## src/sv/tfn_ram.sv

```systemverilog
// ----------------------------------------------------------------------------
// tfn_ram
// generic single write, single read ram with registered read data
// ----------------------------------------------------------------------------
module tfn_ram #(
	parameter int WIDTH = 8,
	parameter int DEPTH = 16
) (
	input  logic                     clk,
	input  logic                     we,
	input  logic [$clog2(DEPTH)-1:0] wr_addr,
	input  logic [WIDTH-1:0]         wr_data,
	input  logic [$clog2(DEPTH)-1:0] rd_addr,
	output logic [WIDTH-1:0]         rd_data
);

	logic [WIDTH-1:0] mem_q [DEPTH];

	always_ff @(posedge clk) begin
		if (we) begin
			mem_q[wr_addr] <= wr_data;
		end
		rd_data <= mem_q[rd_addr];
	end

endmodule

```

## config.mk

```make
export PLATFORM = sky130hd
export DESIGN_NAME = tfn_ram
export DESIGN_NICKNAME = d
export VERILOG_FILES = /design/src/sv/tfn_ram.sv
export SDC_FILE = /design/constraint.sdc
export NUM_CORES = 1
export LEC_CHECK = 0
export ABC_AREA = 1
export BUFFER_PORTS_ARGS = -buffer_cell sky130_fd_sc_hd__buf_2
export CAP_MARGIN = 20
export CELL_PAD_IN_SITES_DETAIL_PLACEMENT = 1
export CELL_PAD_IN_SITES_GLOBAL_PLACEMENT = 2
export CORE_UTILIZATION = 40
export DETAILED_ROUTE_END_ITERATION = 8
export GPL_TIMING_DRIVEN = 0
export PLACE_DENSITY_LB_ADDON = 0.1
export SYNTH_ARGS = -nofsm -noshare
export SYNTH_HDL_FRONTEND = slang
export SYNTH_SLANG_ARGS = --single-unit
```

## constraint.sdc

```tcl
create_clock -name clk -period 1.51 [get_ports clk]
set_input_delay 0.2265 -clock clk [delete_from_list [all_inputs] [get_ports clk]]
set_output_delay 0.2265 -clock clk [all_outputs]
set_load 0.01 [all_outputs]
```

## Word-level counts from Yosys, hierarchy flattened

Memory sizes are Yosys's and may differ from the RTL's. A register that Yosys moved wholly into a read port is not among the register bits.
Cells that the tools add are included.

- Register bits after elaboration: 0
- Memories: 1
- RAM bits: 128
- Input bits: 18
- Logic and storage cells: 3

- Mux-type cells: 2

Memory list:

| name | words | bits a word | rd ports | clocked after memory_dff | wr ports | RTL line | source |
|---|---|---|---|---|---|---|---|
| mem_q | 16 | 8 | 1 | 1 | 1 | 17 | `logic [WIDTH-1:0] mem_q [DEPTH];` |

Operators by type and width:

| kind | number |
|---|---|
| 2-to-1 mux 1 bit | 2 |

## Longest topological paths before layout

- Depth after elaboration: 2
- Mapped depth: 8
- Mapped depth without buffers: 7

## Least setup slack after synthesis

Ideal clock, no wire load.

- Kind: input to register
- Start: input wr_addr[2]
- End: memory mem_q[10][0] (enable)
- Data arrival time: 0.807 ns
- Buffers on the path: 0
- Slack: 0.333 ns
- Stages: 2
- Cells stage by stage: nand3b_1 > nor2_1

RTL lines:

| what | RTL line | source |
|---|---|---|
| from (decl) | 11 | `input logic [$clog2(DEPTH)-1:0] wr_addr,` |
| to (decl) | 17 |  |

No word-level cell before the write port.

## Final worst setup path

- Start: input wr_addr[3]
- End: memory mem_q[6][0] (enable)

No word-level cell before the write port.

==> out/summary.log <==
qor: timing.fmax 725 MHz
qor: place.place_congestion 0.785
qor: setup_path.critical_path.endpoint_type flop
qor: final_layout.layout.nets 610
qor: yosys.synth_top_family_by_area simple AND/OR/NAND/NOR gates
qor: die.die_width 122 um
qor: cts.cts_tree built
qor: routing.ant_nets 0
qor: cts.cts_sinks 136
qor: timing.timing.clock.skew 0.00614 ns
qor: final_layout.post_route_cells_drive_above_1_share 0.119
qor: pwr.vdd_ir_drop_max 0.000625 V
qor: yosys.synth_compound_area_frac 0
qor: setup_path.critPathArrivalTime 1.42 ns
qor: place.pre_cts_ws -0.328 ns
qor: cts.cts_buffers 17
qor: global_route.grt_pass1_vias 3900
qor: place.port-buffer-count 22
qor: die.start_util 0.412
qor: job.max_cap_violations 0
qor: yosys.synth-xor-area-share 0
qor: timing.rsz0062_at_grt false
qor: timing.worst-slew-pin-transition 1.08 ns
qor: timing.slew_viol_final 0
qor: pwr.p_leak 0.00288 uW
qor: cts.cts_root_buffer clkbuf_16
qor: routing.avgRoutedWirePerCell 20.5 um
qor: yosys.area_of_the_mapped_netlist 5770 sq um
qor: cts.h_tree_level_count 4
qor: final_layout.multi_input_area 1210 sq um
qor: setup_path.critical_path.slowest_cell nor2_1
qor: yosys.post_synth_inst_count 551
qor: die.dieArea 14900 sq um
qor: place.post_dp_cell_area 6100 sq um
qor: yosys.yosys.area_share.simple 0.210
qor: setup_path.max_stage_delay 0.85 ns
qor: setup_path.path_cells buf_2 > nand3b_1 > nor2_1
qor: hold_path.whs_path_depth 1
qor: hold_path.holdCritPathClass in -> reg
qor: routing.detail_route.first_pass.iterations 4
qor: yosys.synth.lib_cells_used.distinct 12
qor: die.placementRows 43
qor: setup_path.rr_worst_depth 6
qor: cts.clk_pin_slew 0.05 ns
qor: yosys.sequential_fraction_of_the_synthesis_area 0.694
qor: timing.finalCritPeriodShare 0.913
qor: cts.clkLatencyLatePin 0.42 ns
qor: cts.post-cts-setup-buffers 0
qor: routing.detail_route.wirelength 16100 um
qor: timing.slew_headroom 0.278
qor: global_route.antenna_found_initial 0
qor: yosys.synth.mux.area_fraction 0
qor: yosys.syn-num-nets 569
qor: global_route.globalRouteTotalUtil 0.238
qor: setup_path.timing.critical_path.from_type input pin
qor: global_route.grt-ovfl-total 0
qor: timing.timing.final.setup_violations 0
qor: routing.drtIter0Drc 233
qor: final_layout.antennaDiodeCount 0
qor: setup_path.cp_max_fo 8
qor: cts.cts.path.max_buffers 2
qor: global_route.grt_first_pass_wirelength 23800 um
qor: final_layout.layout.area.seq 4000 sq um
qor: global_route.grt_max_degree 17
qor: timing.post_layout_minimum_cycle_time 1.38 ns
qor: pwr.power_density 1330 nW/um^2
qor: routing.routed-via-count 3881
qor: run_status.status finished, final reports clean
qor: yosys.ys.warnings.count 0
qor: timing.fin_worst_hold_slack 0.223 ns
qor: timing.timing.final.ws_setup 0.132 ns
qor: final_layout.final.fill_count 1560
qor: cts.cts_hold_buffers 0
qor: timing.final-hold-violation-count 0
qor: die.coreArea 14000 sq um
qor: die.die_h 122 um
qor: final_layout.final_area 6670 sq um
qor: routing.vias_per_cell 4.95
qor: setup_path.critical_path_required 1.55 ns
qor: pwr.power 8860 uW
qor: final_layout.area_growth_from_synthesis_to_final_layout 15.7%
qor: setup_path.timing.setup.critical_path_class in -> reg
qor: place.place.detailed.hpwl 10600 um
qor: yosys.yosys.area_share.adder 0
qor: die.ioPinCount 26
qor: yosys.synthesis_stage_register_bit_count 136
qor: cts.cts_repair_resize_count 0
qor: routing.drc 0
qor: yosys.syn-mean-instance-area 10.5 sq um
==> worst max-delay path, delay by kind of cell <==
family                 cells  cell delay [ns]
AND/OR/NAND/NOR            2             1.07
buffers and inverters      1             0.12
==> sequential cells by signal (all words and copies together), names as in the netlist <==
signal / cells
rd_data: 8
mem_q: 128
==> placed cells by master, fill, tap and decap left out <==
master	Yosys	routed
nor2_1	17	17
buf_6	6	6
buf_1	1	1
inv_1	100	100
clkinv_1	0	3
dfxtp_1	8	8
nand3b_1	2	2
clkbuf_1	0	3
inv_2	2	2
bufinv_16	0	3
buf_4	4	4
nand3_1	97	97
clkinv_2	0	3
nand2_1	173	173
clkbuf_16	0	17
clkinvlp_4	0	2
buf_2	13	35
edfxtp_1	128	128
==> path summary, 6_finish.rpt <==
path,startpoint,endpoint,slack (ns)
setup / recovery,wr_addr[3],mem_q[6][0],0.13
hold / removal,wr_data[2],mem_q[10][2],0.22
setup reg to reg,mem_q[11][4],rd_data[4],0.47
hold reg to reg,mem_q[6][7],rd_data[7],0.70
==> synth_stat cells <==
master    instances  area [sq um]
dfxtp_1           8           160
inv_2             2          7.51
nand3b_1          2          15.0
nand2_1         173           649
buf_2            13          65.1
nor2_1           17          63.8
edfxtp_1        128          3840
buf_1             1          3.75
buf_4             4          30.0
nand3_1          97           485
inv_1           100           375
buf_6             6          67.6
==> kinds of logic (layout without fill, tap and decap cells) <==
family / Yosys count / after routing
buffers and inverters: 126 / 179
DFF: 136 / 136
and+or+nand+nor: 289 / 289
==> routing by layer <==
metal / share of wire / up-vias / global-route usage
li1: - / 1860 / -
met1: 0.46 / 1888 / 0.317
met2: 0.47 / 99 / 0.375
met3: 0.049 / 34 / 0.0445
met4: 0.029 / 0 / 0.113
met5: 0 / - / 0
==> power breakdown <==
| part | internal [uW] | switching (uW) | total, uW | leakage (uW) |
|---|---|---|---|---|
| Sequential | 4220 | 21.5 | 4240 | 0.00122 |
| Combinational | 162 | 419 | 581 | 0.00139 |
| Clock | 2550 | 1480 | 4030 | 0.000272 |
| Total | 6940 | 1920 | 8860 | 0.00288 |
==> metrics by stage <==
step | utilization | cells | TNS (ns)
floorplan | - | 551 | 0
global placement | 0.436 | 753 | -16.20
detailed placement | 0.436 | 753 | -19.08
CTS | 0.477 | 784 | 0
global route | 0.477 | 784 | 0
finish | 0.477 | 784 | 0
==> cell type report <==
class,count,area share
well taps,180,0.0338
clock inverters,11,0.0197
flip-flops and latches,136,0.600
inverters,102,0.0574
multi-input cells,289,0.182
clock buffers,20,0.0655
plain buffers,24,0.0249
repair buffers,22,0.0165
(Power assumes the default switching activity.)
