[config.mk]
export PLATFORM = sky130hd
export DESIGN_NAME = tfn_mul
export DESIGN_NICKNAME = d
export VERILOG_FILES = /design/src/sv/tfn_mul.sv
export SDC_FILE = /design/constraint.sdc
export NUM_CORES = 1
export LEC_CHECK = 0
export ABC_AREA = 1
export BUFFER_PORTS_ARGS = -buffer_cell sky130_fd_sc_hd__buf_2
export CAP_MARGIN = 10
export CORE_ASPECT_RATIO = 1.1
export CORE_MARGIN = 4
export CORE_UTILIZATION = 60
export DETAILED_ROUTE_END_ITERATION = 8
export PLACE_DENSITY = 0.95
export SLEW_MARGIN = 5
export SYNTH_ARGS = -nofsm -noshare
export SYNTH_HDL_FRONTEND = slang
export SYNTH_SLANG_ARGS = --single-unit
[constraint.sdc]
create_clock -name clk -period 4.4 [get_ports clk]
set_input_delay 0 -clock clk [delete_from_list [all_inputs] [get_ports clk]]
set_output_delay 0 -clock clk [all_outputs]
set_load 0.03 [all_outputs]
[src/sv/tfn_mul.sv]
// ----------------------------------------------------------------------------
// tfn_mul
// bit-serial unsigned shift-add multiplier, one multiplier bit per cycle
// ----------------------------------------------------------------------------
module tfn_mul #(
	parameter int W = 30
) (
	input  logic           clk,
	input  logic           arst_n,
	input  logic           start,
	input  logic [W-1:0]   a,
	input  logic [W-1:0]   b,
	output logic           done,
	output logic [2*W-1:0] prod
);

	logic                   busy_q;
	logic                   done_q;
	logic [$clog2(W)-1:0]   cnt_q;
	logic [W-1:0]           a_q;
	logic [2*W-1:0]         acc_q;
	logic [W:0]             sum;

	// add the multiplicand into the top half when the current bit is set
	assign sum = {1'b0, acc_q[2*W-1:W]} + (acc_q[0] ? {1'b0, a_q} : '0);

	always_ff @(posedge clk or negedge arst_n) begin
		if (!arst_n) begin
			busy_q <= 1'b0;
			done_q <= 1'b0;
			cnt_q  <= '0;
		end else begin
			done_q <= 1'b0;
			if (start) begin
				busy_q <= 1'b1;
				cnt_q  <= '0;
			end else if (busy_q) begin
				cnt_q <= cnt_q + 1'b1;
				if (cnt_q == ($clog2(W))'(W-1)) begin
					busy_q <= 1'b0;
					done_q <= 1'b1;
				end
			end
		end
	end

	always_ff @(posedge clk) begin
		if (start) begin
			a_q   <= a;
			acc_q <= {{W{1'b0}}, b};
		end else if (busy_q) begin
			acc_q <= {sum, acc_q[W-1:1]};
		end
	end

	assign done = done_q;
	assign prod = acc_q;

endmodule

* After elaboration in Yosys (flattened, before gate mapping)
Index checks and enable logic that the tools add are counted.
** Storage, ports and cells
- Bits of input ports :: 63
- Logic and storage cells :: 21
- Register bits after elaboration :: 97
- Output and inout bits :: 61
** Operators by class
- Multiplexer cells :: 11
- Eq/ne operators :: 1
- Reduce and logical (&&, ||, !) cells :: 1
- Add/sub/neg operators :: 2
** Operators by type and width (number)
- 30-bit 2-to-1 mux :: 3
- 30-bit by 30-bit adder with 31-bit output :: 1
- 5-bit 2-to-1 mux :: 2
- 1-bit 2-to-1 mux :: 6
- 5-bit by 1-bit adder with 5-bit output, second input constant :: 1
- 5-bit equality test, second input constant :: 1
- 2-bit nonzero test :: 1

* Logic depth before layout (Yosys ltp)
- Depth in word-level cells :: 4
- Mapped depth :: 15
- Gate-level depth less buffers :: 14

* Worst setup path after synthesis
OpenSTA, ideal clock, no wires.
- Path type :: reg2reg
- Start point :: reg acc_q[0] (netlist: prod[0])
- End point :: reg acc_q[33] (netlist: prod[33])
- Setup time :: 0.117 ns
- Data arrival time :: 2.189 ns
- Clock period less this slack :: 2.306 ns
- Path slack :: 2.094 ns
- Buffers on the path :: 1
- Stages on the path, launching flop included :: 10
- Data required time :: 4.283 ns
- Cell sequence :: edfxtp_1 clkbuf_1 nand2_1 inv_1 ha_1 fa_1 nand3_1 nand3_2 or2_2 a32o_1
** Between the ends
- Word-level cells in the longest chain between the ends :: 2
** RTL lines
- start, declared :: line 21 : logic [2*W-1:0] acc_q;
- start signal, assigned :: line 50 : acc_q <= {{W{1'b0}}, b};
- start signal, assigned :: line 52 : acc_q <= {sum, acc_q[W-1:1]};
- 30-bit 2-to-1 mux :: line 25 : assign sum = {1'b0, acc_q[2*W-1:W]} + (acc_q[0] ? {1'b0, a_q} : '0);
- 30-bit by 30-bit adder with 31-bit output :: line 25
Every way passes these cells.
A chain may end at the register's enable or synchronous reset.

* Worst setup path in the final report
- Start point :: reg acc_q[0] (netlist: prod[0])
- End point :: reg acc_q[43] (netlist: prod[43])
Same word-level chain as after synthesis.

==> impl_results.md <==
* Post-synthesis sequential area ratio at 43.5%
* Ranking of synthesized cells by area: edfxtp_1 30%, nand2_1 22%, dfxtp_1 10%
* Nets at 1,091
* Delay-heaviest family, CP: flip-flops
* F_max at 0.338 GHz
* Inserted Clock Buffers at 9
* Fin crit period at 2.96 ns
* Status: completed
* Most used cell, CP: nand2_1
* Crit path DAT at 3.24 ns
* Ports at 124
* Crit path max fanout at 31
* Antenna-violating nets left at 0
* DR WL/cell at 16.8 um
* Chip height at 112 um
* Unrepaired setup endpoints after global routing: false
* Least-Margin Pin Slew at 1.23 ns
* Sink Count at 97
* Synth-to-layout area growth at 26.4%
* Leading area contributor after synthesis: edfxtp_1
* CTS tree: yes
* Largest net degree at the start of global routing at 63
* Deepest clock path buffer count at 2
* Worst IR drop on VDD at 0.242 mV
* Starting DRT DRC Count at 603
* Yosys top cell area share at 30.4%
* Initial antenna violation count at 0
* Max stage delay on crit path at 1.18 ns
* Syn_nets at 908
* Total core area at 0.00949 sq mm
* Overall Power at 2.59 mW
* # setup viols final at 0
* Max Slew Vio Count at 0
* Netlist cell types at 38
* Worst skew pair latency at 0.39 ns
* Filler cell count at 626
* WHS at 0.313 ns
* Post-synth EDFFs at 60
* Initial core utilization at 62.5%
* Count leader, synth: nand2_1
* Reg2reg end: prod[43]
* Congestion Overflow GR at 0
* Port-buffer cells at 123
* Pwr/cell area at 345 mW/mm^2
* Residual DRC at 0
* Clock slew at reported path FFs at 0.11 ns
* Category of the most critical setup path: register to register
* Vias in the first global route at 6,221
* Mean number of vias per cell at 5.57
* Critical path data required time at 4.68 ns
* Crit end category: register
* Worst clock skew at 0.0124 ns
* Crit path buf inv count at 2
* First-pass GRT wire length at 30,200 um
* Fraction of layout cells with a size suffix above 1 at 18.2%
* Htree depth at 3
* Final HPWL DP at 11,600 um
* Worst path cell trace: nand2_1 > inv_1 > ha_1 > fa_1 > nand3_1 > nand3_2 > nand2_1 > nand2_2 > inv_1 > nor2_1 > o21ai_0 > nand2_1 > o21ai_1
* Synth Area per Inst at 7.30 sq um
* Gpl congestion at 0.949
* Critical Path Sink: prod[43]
* CP max-delay cell: edfxtp_1
* Post-Syn Area at 0.00593 sq mm
* Resize count post-CTS at 0
* Hold crit path type: input pin to register
* Die width at 103 um
* All-layer global routing usage at 33.4%
* Max-slew headroom at 18.1%
* Flop-to-flop setup slack at 1.44 ns
* Fin Setup TNS at 0 ns
* Post-synthesis instance total at 812
* Synth warnings at 0
* FFs w/ async S/R, synth at 7.22%
* CP Depth at 13
* Detailed Route WL at 18,800 um
* Startpoint types: register
* Final Hold Violating Endpoints at 0
* Root Buffer: clkbuf_8
* P_leak at 4.20 nW
* Full die area at 0.0115 sq mm
* Row count at 37
* CP startpoint: prod[0]
* Diode count at 0
* Max cap viols at 0
* RR Startpoint: prod[0]
* Pre-antenna DRT Iters at 6
* Postcts setup bufs at 0
* Post-synth top cells: 353 x nand2_1, 119 x inv_1, 60 x edfxtp_1
* Synth Flop Type: edfxtp_1
* Yosys reg bits at 97
* Final worst path period share at 67.2%
* Via count at 6,226
* FF-to-FF path depth at 13
[per-layer routing]
layer / vias to the layer above / track usage [%] / wire, um / part of all wire (%)
met4: 0 / 18.4 / 1020 / 5.4
met5: - / 0 / 0 / 0
li1: 2920 / - / - / -
met1: 2791 / 40.9 / 7090 / 38
met3: 94 / 7.40 / 1880 / 10
met2: 421 / 53.9 / 8810 / 47
[cell type report]
class,instances,area (sq um),area share [%]
clock buffers,10,128,1.70
multi-input cells,575,2820,37.6
inverters,124,465,6.21
repair buffers,188,1260,16.8
flip-flops and latches,97,2580,34.4
well taps,117,146,1.95
clock inverters,6,98.8,1.32
[what timing repair did]
item	CTS	global route
setup endpoints to repair	0	0
hold endpoints to repair	68	0
hold buffers	63	0
[report_power, final]
part	internal, mW	total [mW]	leakage (nW)	switching, mW
registers	1.07	1.15	0.961	0.0836
logic	0.256	0.751	3.13	0.495
clock network	0.331	0.688	0.111	0.357
total	1.65	2.59	4.20	0.936
[worst min-delay path by stage]
stage                     cells after the start  endpoint  slack [ns]   start
after floorplan                               0    busy_q       -0.30  arst_n
after global placement                        1  cnt_q[0]       -0.16  arst_n
after detailed placement                      1  cnt_q[0]       -0.16  arst_n
after CTS                                     2   a_q[22]        0.31   a[22]
after global routing                          2    a_q[4]        0.32    a[4]
final                                         2   a_q[28]        0.31   a[28]
[worst reg2reg max path: stages (launching register included)]
cell and delay [ns]:
edfxtp_1 1.18, nand2_1 0.16, inv_1 0.11, ha_1 0.25
fa_1 0.29, nand3_1 0.14, nand3_2 0.13, nand2_1 0.08
nand2_2 0.11, inv_1 0.05, nor2_1 0.12, o21ai_0 0.10
nand2_1 0.08, o21ai_1 0.06
[layout by cell type (no fill, tap or decap), types with 2 or more instances in the layout]
cell and instances:
ha_1 32, nand3_2 8, buf_4 2, buf_2 123, clkbuf_8 9, a21oi_1 31
nand3b_1 4, nor3_1 8, a32o_1 2, inv_1 119, edfxtp_1 60, dfrtp_1 7
o21bai_1 2, nand2_1 353, nand2_2 14, inv_2 4, bufinv_16 2, o21ai_1 3
o21ai_0 14, dlygate4sd3_1 63, dfxtp_1 30, inv_8 2, or2_2 2, nand3_1 37
nor2_4 3, nand4_1 5, a21oi_2 3, nor2_1 38, nor2_2 5
[sequential cells by signal, indices dropped and copies added, names as in the netlist]
register and flops:
busy_q 1, prod 60, done 1, a_q 30, cnt_q 5
[through the flow]
step                area, sq um  utilization, %  setup WS [ns]  std cells
floorplan                  5930               -           2.09        812
global placement           6640            69.9           1.74       1038
detailed placement         6640            69.9           1.62       1038
CTS                        7490            79.0           1.59       1117
global route               7490            79.0           1.23       1117
finish                     7490            79.0           1.44       1117
[logic make-up after synthesis]
logic type,after synthesis,share of synthesized area [%]
AOI/OAI and AO/OA,62,6.29
xor gates and xnor gates,1,0.148
adders and majority gates,33,7.09
buffers and inverters,140,9.03
DFF,97,43.5
and+or+nand+nor,479,34.0
Power figures use the tool's default switching activity.
