**src/sv/tfn_div.sv**
```systemverilog
// ----------------------------------------------------------------------------
// tfn_div
// restoring divider, one quotient bit per cycle
// ----------------------------------------------------------------------------
module tfn_div #(
	parameter int NW = 46,
	parameter int DW = 31,
	parameter int QW = 15
) (
	input  logic          clk,
	input  logic          arst_n,
	input  logic          start,
	input  logic [NW-1:0] num,
	input  logic [DW-1:0] den,
	output logic          done,
	output logic [QW-1:0] quo
);

	logic                  busy_q;
	logic                  done_q;
	logic [$clog2(QW)-1:0] cnt_q;
	logic [NW-1:0]         rem_q;
	logic [NW-1:0]         dsh_q;
	logic [QW-1:0]         quo_q;
	logic                  ge;

	assign ge = rem_q >= dsh_q;

	always_ff @(posedge clk or negedge arst_n) begin
		if (!arst_n) begin
			busy_q <= 1'b0;
			done_q <= 1'b0;
			cnt_q  <= '0;
		end else begin
			done_q <= 1'b0;
			if (start) begin
				busy_q <= 1'b1;
				cnt_q  <= '0;
			end else if (busy_q) begin
				cnt_q <= cnt_q + 1'b1;
				if (cnt_q == ($clog2(QW))'(QW-1)) begin
					busy_q <= 1'b0;
					done_q <= 1'b1;
				end
			end
		end
	end

	always_ff @(posedge clk) begin
		if (start) begin
			rem_q <= num;
			dsh_q <= NW'(den) << (QW-1);
			quo_q <= '0;
		end else if (busy_q) begin
			if (ge) begin
				rem_q <= rem_q - dsh_q;
			end
			quo_q <= {quo_q[QW-2:0], ge};
			dsh_q <= dsh_q >> 1;
		end
	end

	assign done = done_q;
	assign quo  = quo_q;

endmodule

```
**config.mk**
```make
export PLATFORM = sky130hd
export DESIGN_NAME = tfn_div
export DESIGN_NICKNAME = d
export VERILOG_FILES = /design/src/sv/tfn_div.sv
export SDC_FILE = /design/constraint.sdc
export NUM_CORES = 1
export LEC_CHECK = 0
export ABC_CLOCK_PERIOD_IN_PS = 12200
export BUFFER_PORTS_ARGS = -buffer_cell sky130_fd_sc_hd__buf_2
export CAP_MARGIN = 5
export CORE_MARGIN = 2
export CORE_UTILIZATION = 57
export DETAILED_ROUTE_END_ITERATION = 6
export PLACE_DENSITY = 0.78
export SLEW_MARGIN = 20
export SYNTH_ARGS = -nofsm -noshare
export SYNTH_HDL_FRONTEND = slang
export SYNTH_SLANG_ARGS = --single-unit
```
**constraint.sdc**
```tcl
create_clock -name clk -period 12.2 [get_ports clk]
set_clock_uncertainty 0.1 [all_clocks]
set_input_delay 2.44 -clock clk [delete_from_list [all_inputs] [get_ports clk]]
set_output_delay 2.44 -clock clk [all_outputs]
set_load 0.05 [all_outputs]
```
### After elaboration in Yosys (flattened, before gate mapping)

Index checks and enable logic that the tools add are counted.

* bits in registers: 112
* output and inout port bits: 16
* logic and storage cells: 27

* order comparisons: 1
* add/sub/neg operators: 2
* multiplexer cells: 13
* reductions and logical operators: 3
* equality and inequality tests: 1

Operators by type and width (number)
* $mux 46: 3
* $mux 45: 2
* $ge 46x45->1: 1
* $sub 46x45->46: 1
* $mux 4: 2
* $mux 1: 6
* $add 4x1->4 const B: 1
* $eq 4x4->1 const B: 1
* $reduce_bool 2->1: 2
* $reduce_and 2->1: 1

### Logic depth before layout (Yosys ltp)

* word-level depth: 4
* gate-level depth with buffers: 11

### Worst setup path before layout

Ideal clock, no wire load.

* path kind: input to register
* start point: in start
* end point: reg rem_q[0] (enable)
* data required time: 11645 ps
* path slack: 7218 ps
* data arrival time: 4427 ps
* stages: 4
* library setup time: 455 ps
* cells stage by stage: clkbuf_1 > inv_1 > clkbuf_1 > o21ai_1

* longest elaborated chain between the ends: 2

Ends and longest elaborated chain
* from (decl): line 12 `input logic start,`
* $reduce_bool 2->1 (no source line)
* $reduce_and 2->1 (no source line) (*)
* to (signal assigned): line 51 `rem_q <= num;`
* to (signal assigned): line 56 `rem_q <= rem_q - dsh_q;`
* to (decl): line 22 `logic [NW-1:0] rem_q;`

Mark *: on every way between the ends. The rest lies on a longest branch, timed or not.
A chain may end at the register's enable or synchronous reset.

### Worst setup path after layout

* start point: in start
* end point: reg dsh_q[36] (enable)

* longest elaborated chain between the ends: 1

Ends and longest elaborated chain
* $reduce_bool 2->1 (no source line)
* to (signal assigned): line 52 `dsh_q <= NW'(den) << (QW-1);`
* to (signal assigned): line 59 `dsh_q <= dsh_q >> 1;`
* to (decl): line 23 `logic [NW-1:0] dsh_q;`

Every way passes these cells.

==> results.md <==
- CP startpoint: start
- CP Launch Type: primary input
- Pwr per Cell Area: roughly 240 mW/mm^2
- Dpl ws: 6.87 ns
- Setup TNS: 0 ns
- Placer Congestion: 0.907
- Post-synth net total: just under 1000
- Worst-Skew Late Latency: 0.37 ns
- Die Wd: 119 um
- Unrepaired setup endpoints after global routing: no
- Clk pin slew, worst setup/hold paths: 0.07 ns
- PortBufs: 95
- Final setup violation count: 0
- Grt met1 use: 0.353
- Share of layout cells above drive strength 1: 0.152
- Non-filler cells in the finished layout: 1084
- CP Capture Type: flip-flop
- Stages on the worst setup path: 4
- Critical path fanouts, max: 95
- Tmin final: 4.98 ns
- Area grow syn2layout: 11.4%
- Setup crit end: dsh_q[36]$_DFFE_PP_
- Worst Path Required: 12.15 ns
- Post-synth cell types: 71
- Worst path slowest cell: nand2_1
- F_max: 0.201 GHz
- Worst EP arrival: 4.93 ns
- Worst reg2reg endpoint: rem_q[8]$_DFFE_PP_
- Status: complete, no violations
- CTS max path bufs: 2
- Reg2Reg Depth: 12
- DR iter-0 viols: 459
- Post-CTS sizing: 0
- Starting density of the core: 0.577
- Wire length per cell: 16.0 um
- CTS Buf Count: 9
- Clock Sinks: approximately 110
- Hold WS: roughly 0.42 ns
- Worst vdd ir: 166 uV
- EDFF count, synth: between 70 and 80
- Leakage: 3.72 nW
- Synthesized area: around 0.0075 sq mm
- Clock H-tree levels: 3
- Pre-antenna DRT Iters: 5
- Max stage delay on crit path: approximately 0.74 ns
- Io pins: 96
- Total GRT Usage: 0.252
- Initial antenna violation count: 0
- Top delay family on crit path: buffers and inverters
- Max-cap violations: 0
- Rel. slew slack: 0.383
- TritonCTS clock tree: built
- Syn Inst Count: 843
- Worst slew pin tran: 0.925 ns
- Detailed-route DRC error count: 0
- Detail Placement HPWL: between 10000 and 15000 um
- Flops & latches, synth: approximately 110
- GRT overflow: 0
- Met2 Usage GRT: 0.392
- Post-CTS Setup Inserts: 0
- Largest net degree at the start of global routing: 96
- Core area: 0.0131 sq mm
- Die Height: between 100 and 150 um
- Endpoints failing hold: 0
- Row count: 42
- Synth Warn #: 0
- Most Frequent Cell on Critical Path: buf_4
- Die footprint: 0.0142 sq mm
- Gr busiest metal: met2
- R2r setup slk: between 8 and 9 ns
- Critical path class: primary input to flip-flop
- R2r startpoint: rem_q[0]$_DFFE_PP_
- Synth Flop Type: edfxtp_1
- Avg Inst Size Synth: 8.95 sq um
- Fin crit share: 0.408
- WL final: 17400 um
- HP Start: quo[2]$_SDFFE_PP0P_
- Vias in the first global route: 5980
- Filler cell count: 1117
- Layout Nets: 1031
- Clock root buffer: clkbuf_16
- Met3 Resource Use GR: 0.0536
- Hold-fix buffers, CTS: 0
- Final WS setup: 7.22 ns
- CP Buf/Inv Count: 3
- Min-Delay Path Class: flip-flop to flip-flop
- Placed cells: 1068
- Antenna Violating Nets Remaining: 0
- First-pass GRT wire length: 28900 um
- CP cell instances: buf_4 > inv_1 > nand2_1 > buf_4
- Diodes inserted: 0
- Post-DR vias/cell: between 5 and 6
- Ys async rst share: 0.0536
- Vias after detailed routing: 6336
- Post-synthesis sequential area ratio: 0.403
- Slew Viols, Final: 0
==> worst register-to-register path, cell delays in order, from the launching register on <==
cell and delay (ns):
edfxtp_1 0.33, inv_1 0.04, ha_1 0.22, fa_1 0.42, and2b_1 0.24, o2111ai_2 0.15
a211oi_2 0.32, o21a_2 0.23, o211ai_4 0.13, a21boi_0 0.19, a211oi_1 0.13, o21ai_4 0.41
buf_4 0.53
==> cell usage after synthesis, types with 19 or more instances <==
library cell | number | area share
nand2_1 | 109 | 0.054
nand4_1 | 19 | 0.016
o31ai_1 | 33 | 0.033
a21o_1 | 21 | 0.021
dfxtp_1 | 29 | 0.077
clkbuf_1 | 33 | 0.016
mux2i_1 | 28 | 0.037
a21oi_1 | 59 | 0.039
o21ai_0 | 47 | 0.031
ha_1 | 47 | 0.078
inv_1 | 62 | 0.031
edfxtp_1 | 77 | 0.31
nor2_1 | 72 | 0.036
==> flip-flops by register name (all words and copies together), names as in the netlist <==
| name | count |
|---|---|
| busy_q | 1 |
| cnt_q | 4 |
| done | 1 |
| dsh_q | 45 |
| quo | 15 |
| rem_q | 46 |
==> stage by stage <==
| step | cell area (sq um) | util | power (mW) |
|---|---|---|---|
| 6_report | 8410 | 0.642 | 1.98 |
| 5_1_grt | 8410 | 0.642 | 2.12 |
| 4_1_cts | 8410 | 0.642 | 1.97 |
| 3_5_place_dp | 8080 | 0.617 | 1.64 |
| 3_3_place_gp | 8080 | 0.617 | 1.62 |
| 2_1_floorplan | 7540 | - | 1.42 |
==> cells by family (layout without fill, tap and decap cells) <==
family / count (synthesis) / in the layout / share of synthesized area
fa+ha+maj: 48 / 48 / 0.0806
compound gates: 250 / 250 / 0.226
buf+inv: 112 / 177 / 0.0580
mux: 29 / 29 / 0.0386
xor+xnor: 32 / 32 / 0.0371
flops: 112 / 112 / 0.403
simple gates: 260 / 260 / 0.157
==> cells in the final DEF, fill, tap and decap left out, types with 5 or more instances in the layout <==
| cell type | count |
|---|---|
| nor3_1 | 6 |
| o21ai_1 | 8 |
| xnor2_1 | 15 |
| buf_2 | 94 |
| a21oi_1 | 59 |
| o22ai_1 | 6 |
| clkbuf_16 | 12 |
| nor2_1 | 72 |
| mux2i_1 | 28 |
| a31oi_1 | 7 |
| o21bai_1 | 8 |
| nand2_1 | 109 |
| dfrtp_1 | 5 |
| inv_1 | 62 |
| ha_1 | 47 |
| xor2_1 | 17 |
| nand3_1 | 11 |
| dfxtp_1 | 29 |
| nand4_1 | 19 |
| o31ai_1 | 33 |
| o211ai_1 | 6 |
| a211oi_1 | 6 |
| nor2b_1 | 5 |
| a21o_1 | 21 |
| o21a_1 | 13 |
| edfxtp_1 | 77 |
| nand2b_1 | 5 |
| o21ai_0 | 47 |
==> layout make-up <==
cell class,instances,area (sq um),share of cell area
tap,176,220,0.0262
timing repair buffer,98,500,0.0595
multi-input combinational,619,4080,0.485
clock inverter,2,12.5,0.00149
clock buffer,14,318,0.0378
sequential,112,3040,0.362
inverter,63,236,0.0281
==> routing by layer <==
metal  wire length [um]  up-vias  share of wire
met1               8240     2945           0.47
li1                   -     3158              -
met4                368        0          0.021
met3               1060       26          0.061
met5                  0        -              0
met2               7710      207           0.44
==> worst min path at each step <==
| stage | cells after the start | slack, ns | end |
|---|---|---|---|
| 6_report | 2 | 0.42 | quo[2]$_SDFFE_PP0P_ |
| 5_1_grt | 2 | 0.44 | dsh_q[0]$_SDFFE_PP0P_ |
| 4_1_cts | 2 | 0.42 | quo[14]$_SDFFE_PP0P_ |
| 3_5_place_dp | 2 | 0.40 | quo[14]$_SDFFE_PP0P_ |
| 3_3_place_gp | 2 | 0.38 | quo[14]$_SDFFE_PP0P_ |
| 2_1_floorplan | 2 | 0.36 | dsh_q[0]$_SDFFE_PP0P_ |
==> power by group <==
| group | switching, mW | internal [mW] | total [mW] |
|---|---|---|---|
| clock network | 0.142 | 0.182 | 0.325 |
| registers | 0.0344 | 0.535 | 0.569 |
| logic | 0.668 | 0.417 | 1.09 |
Note: power is estimated with default switching activity, not from simulation.
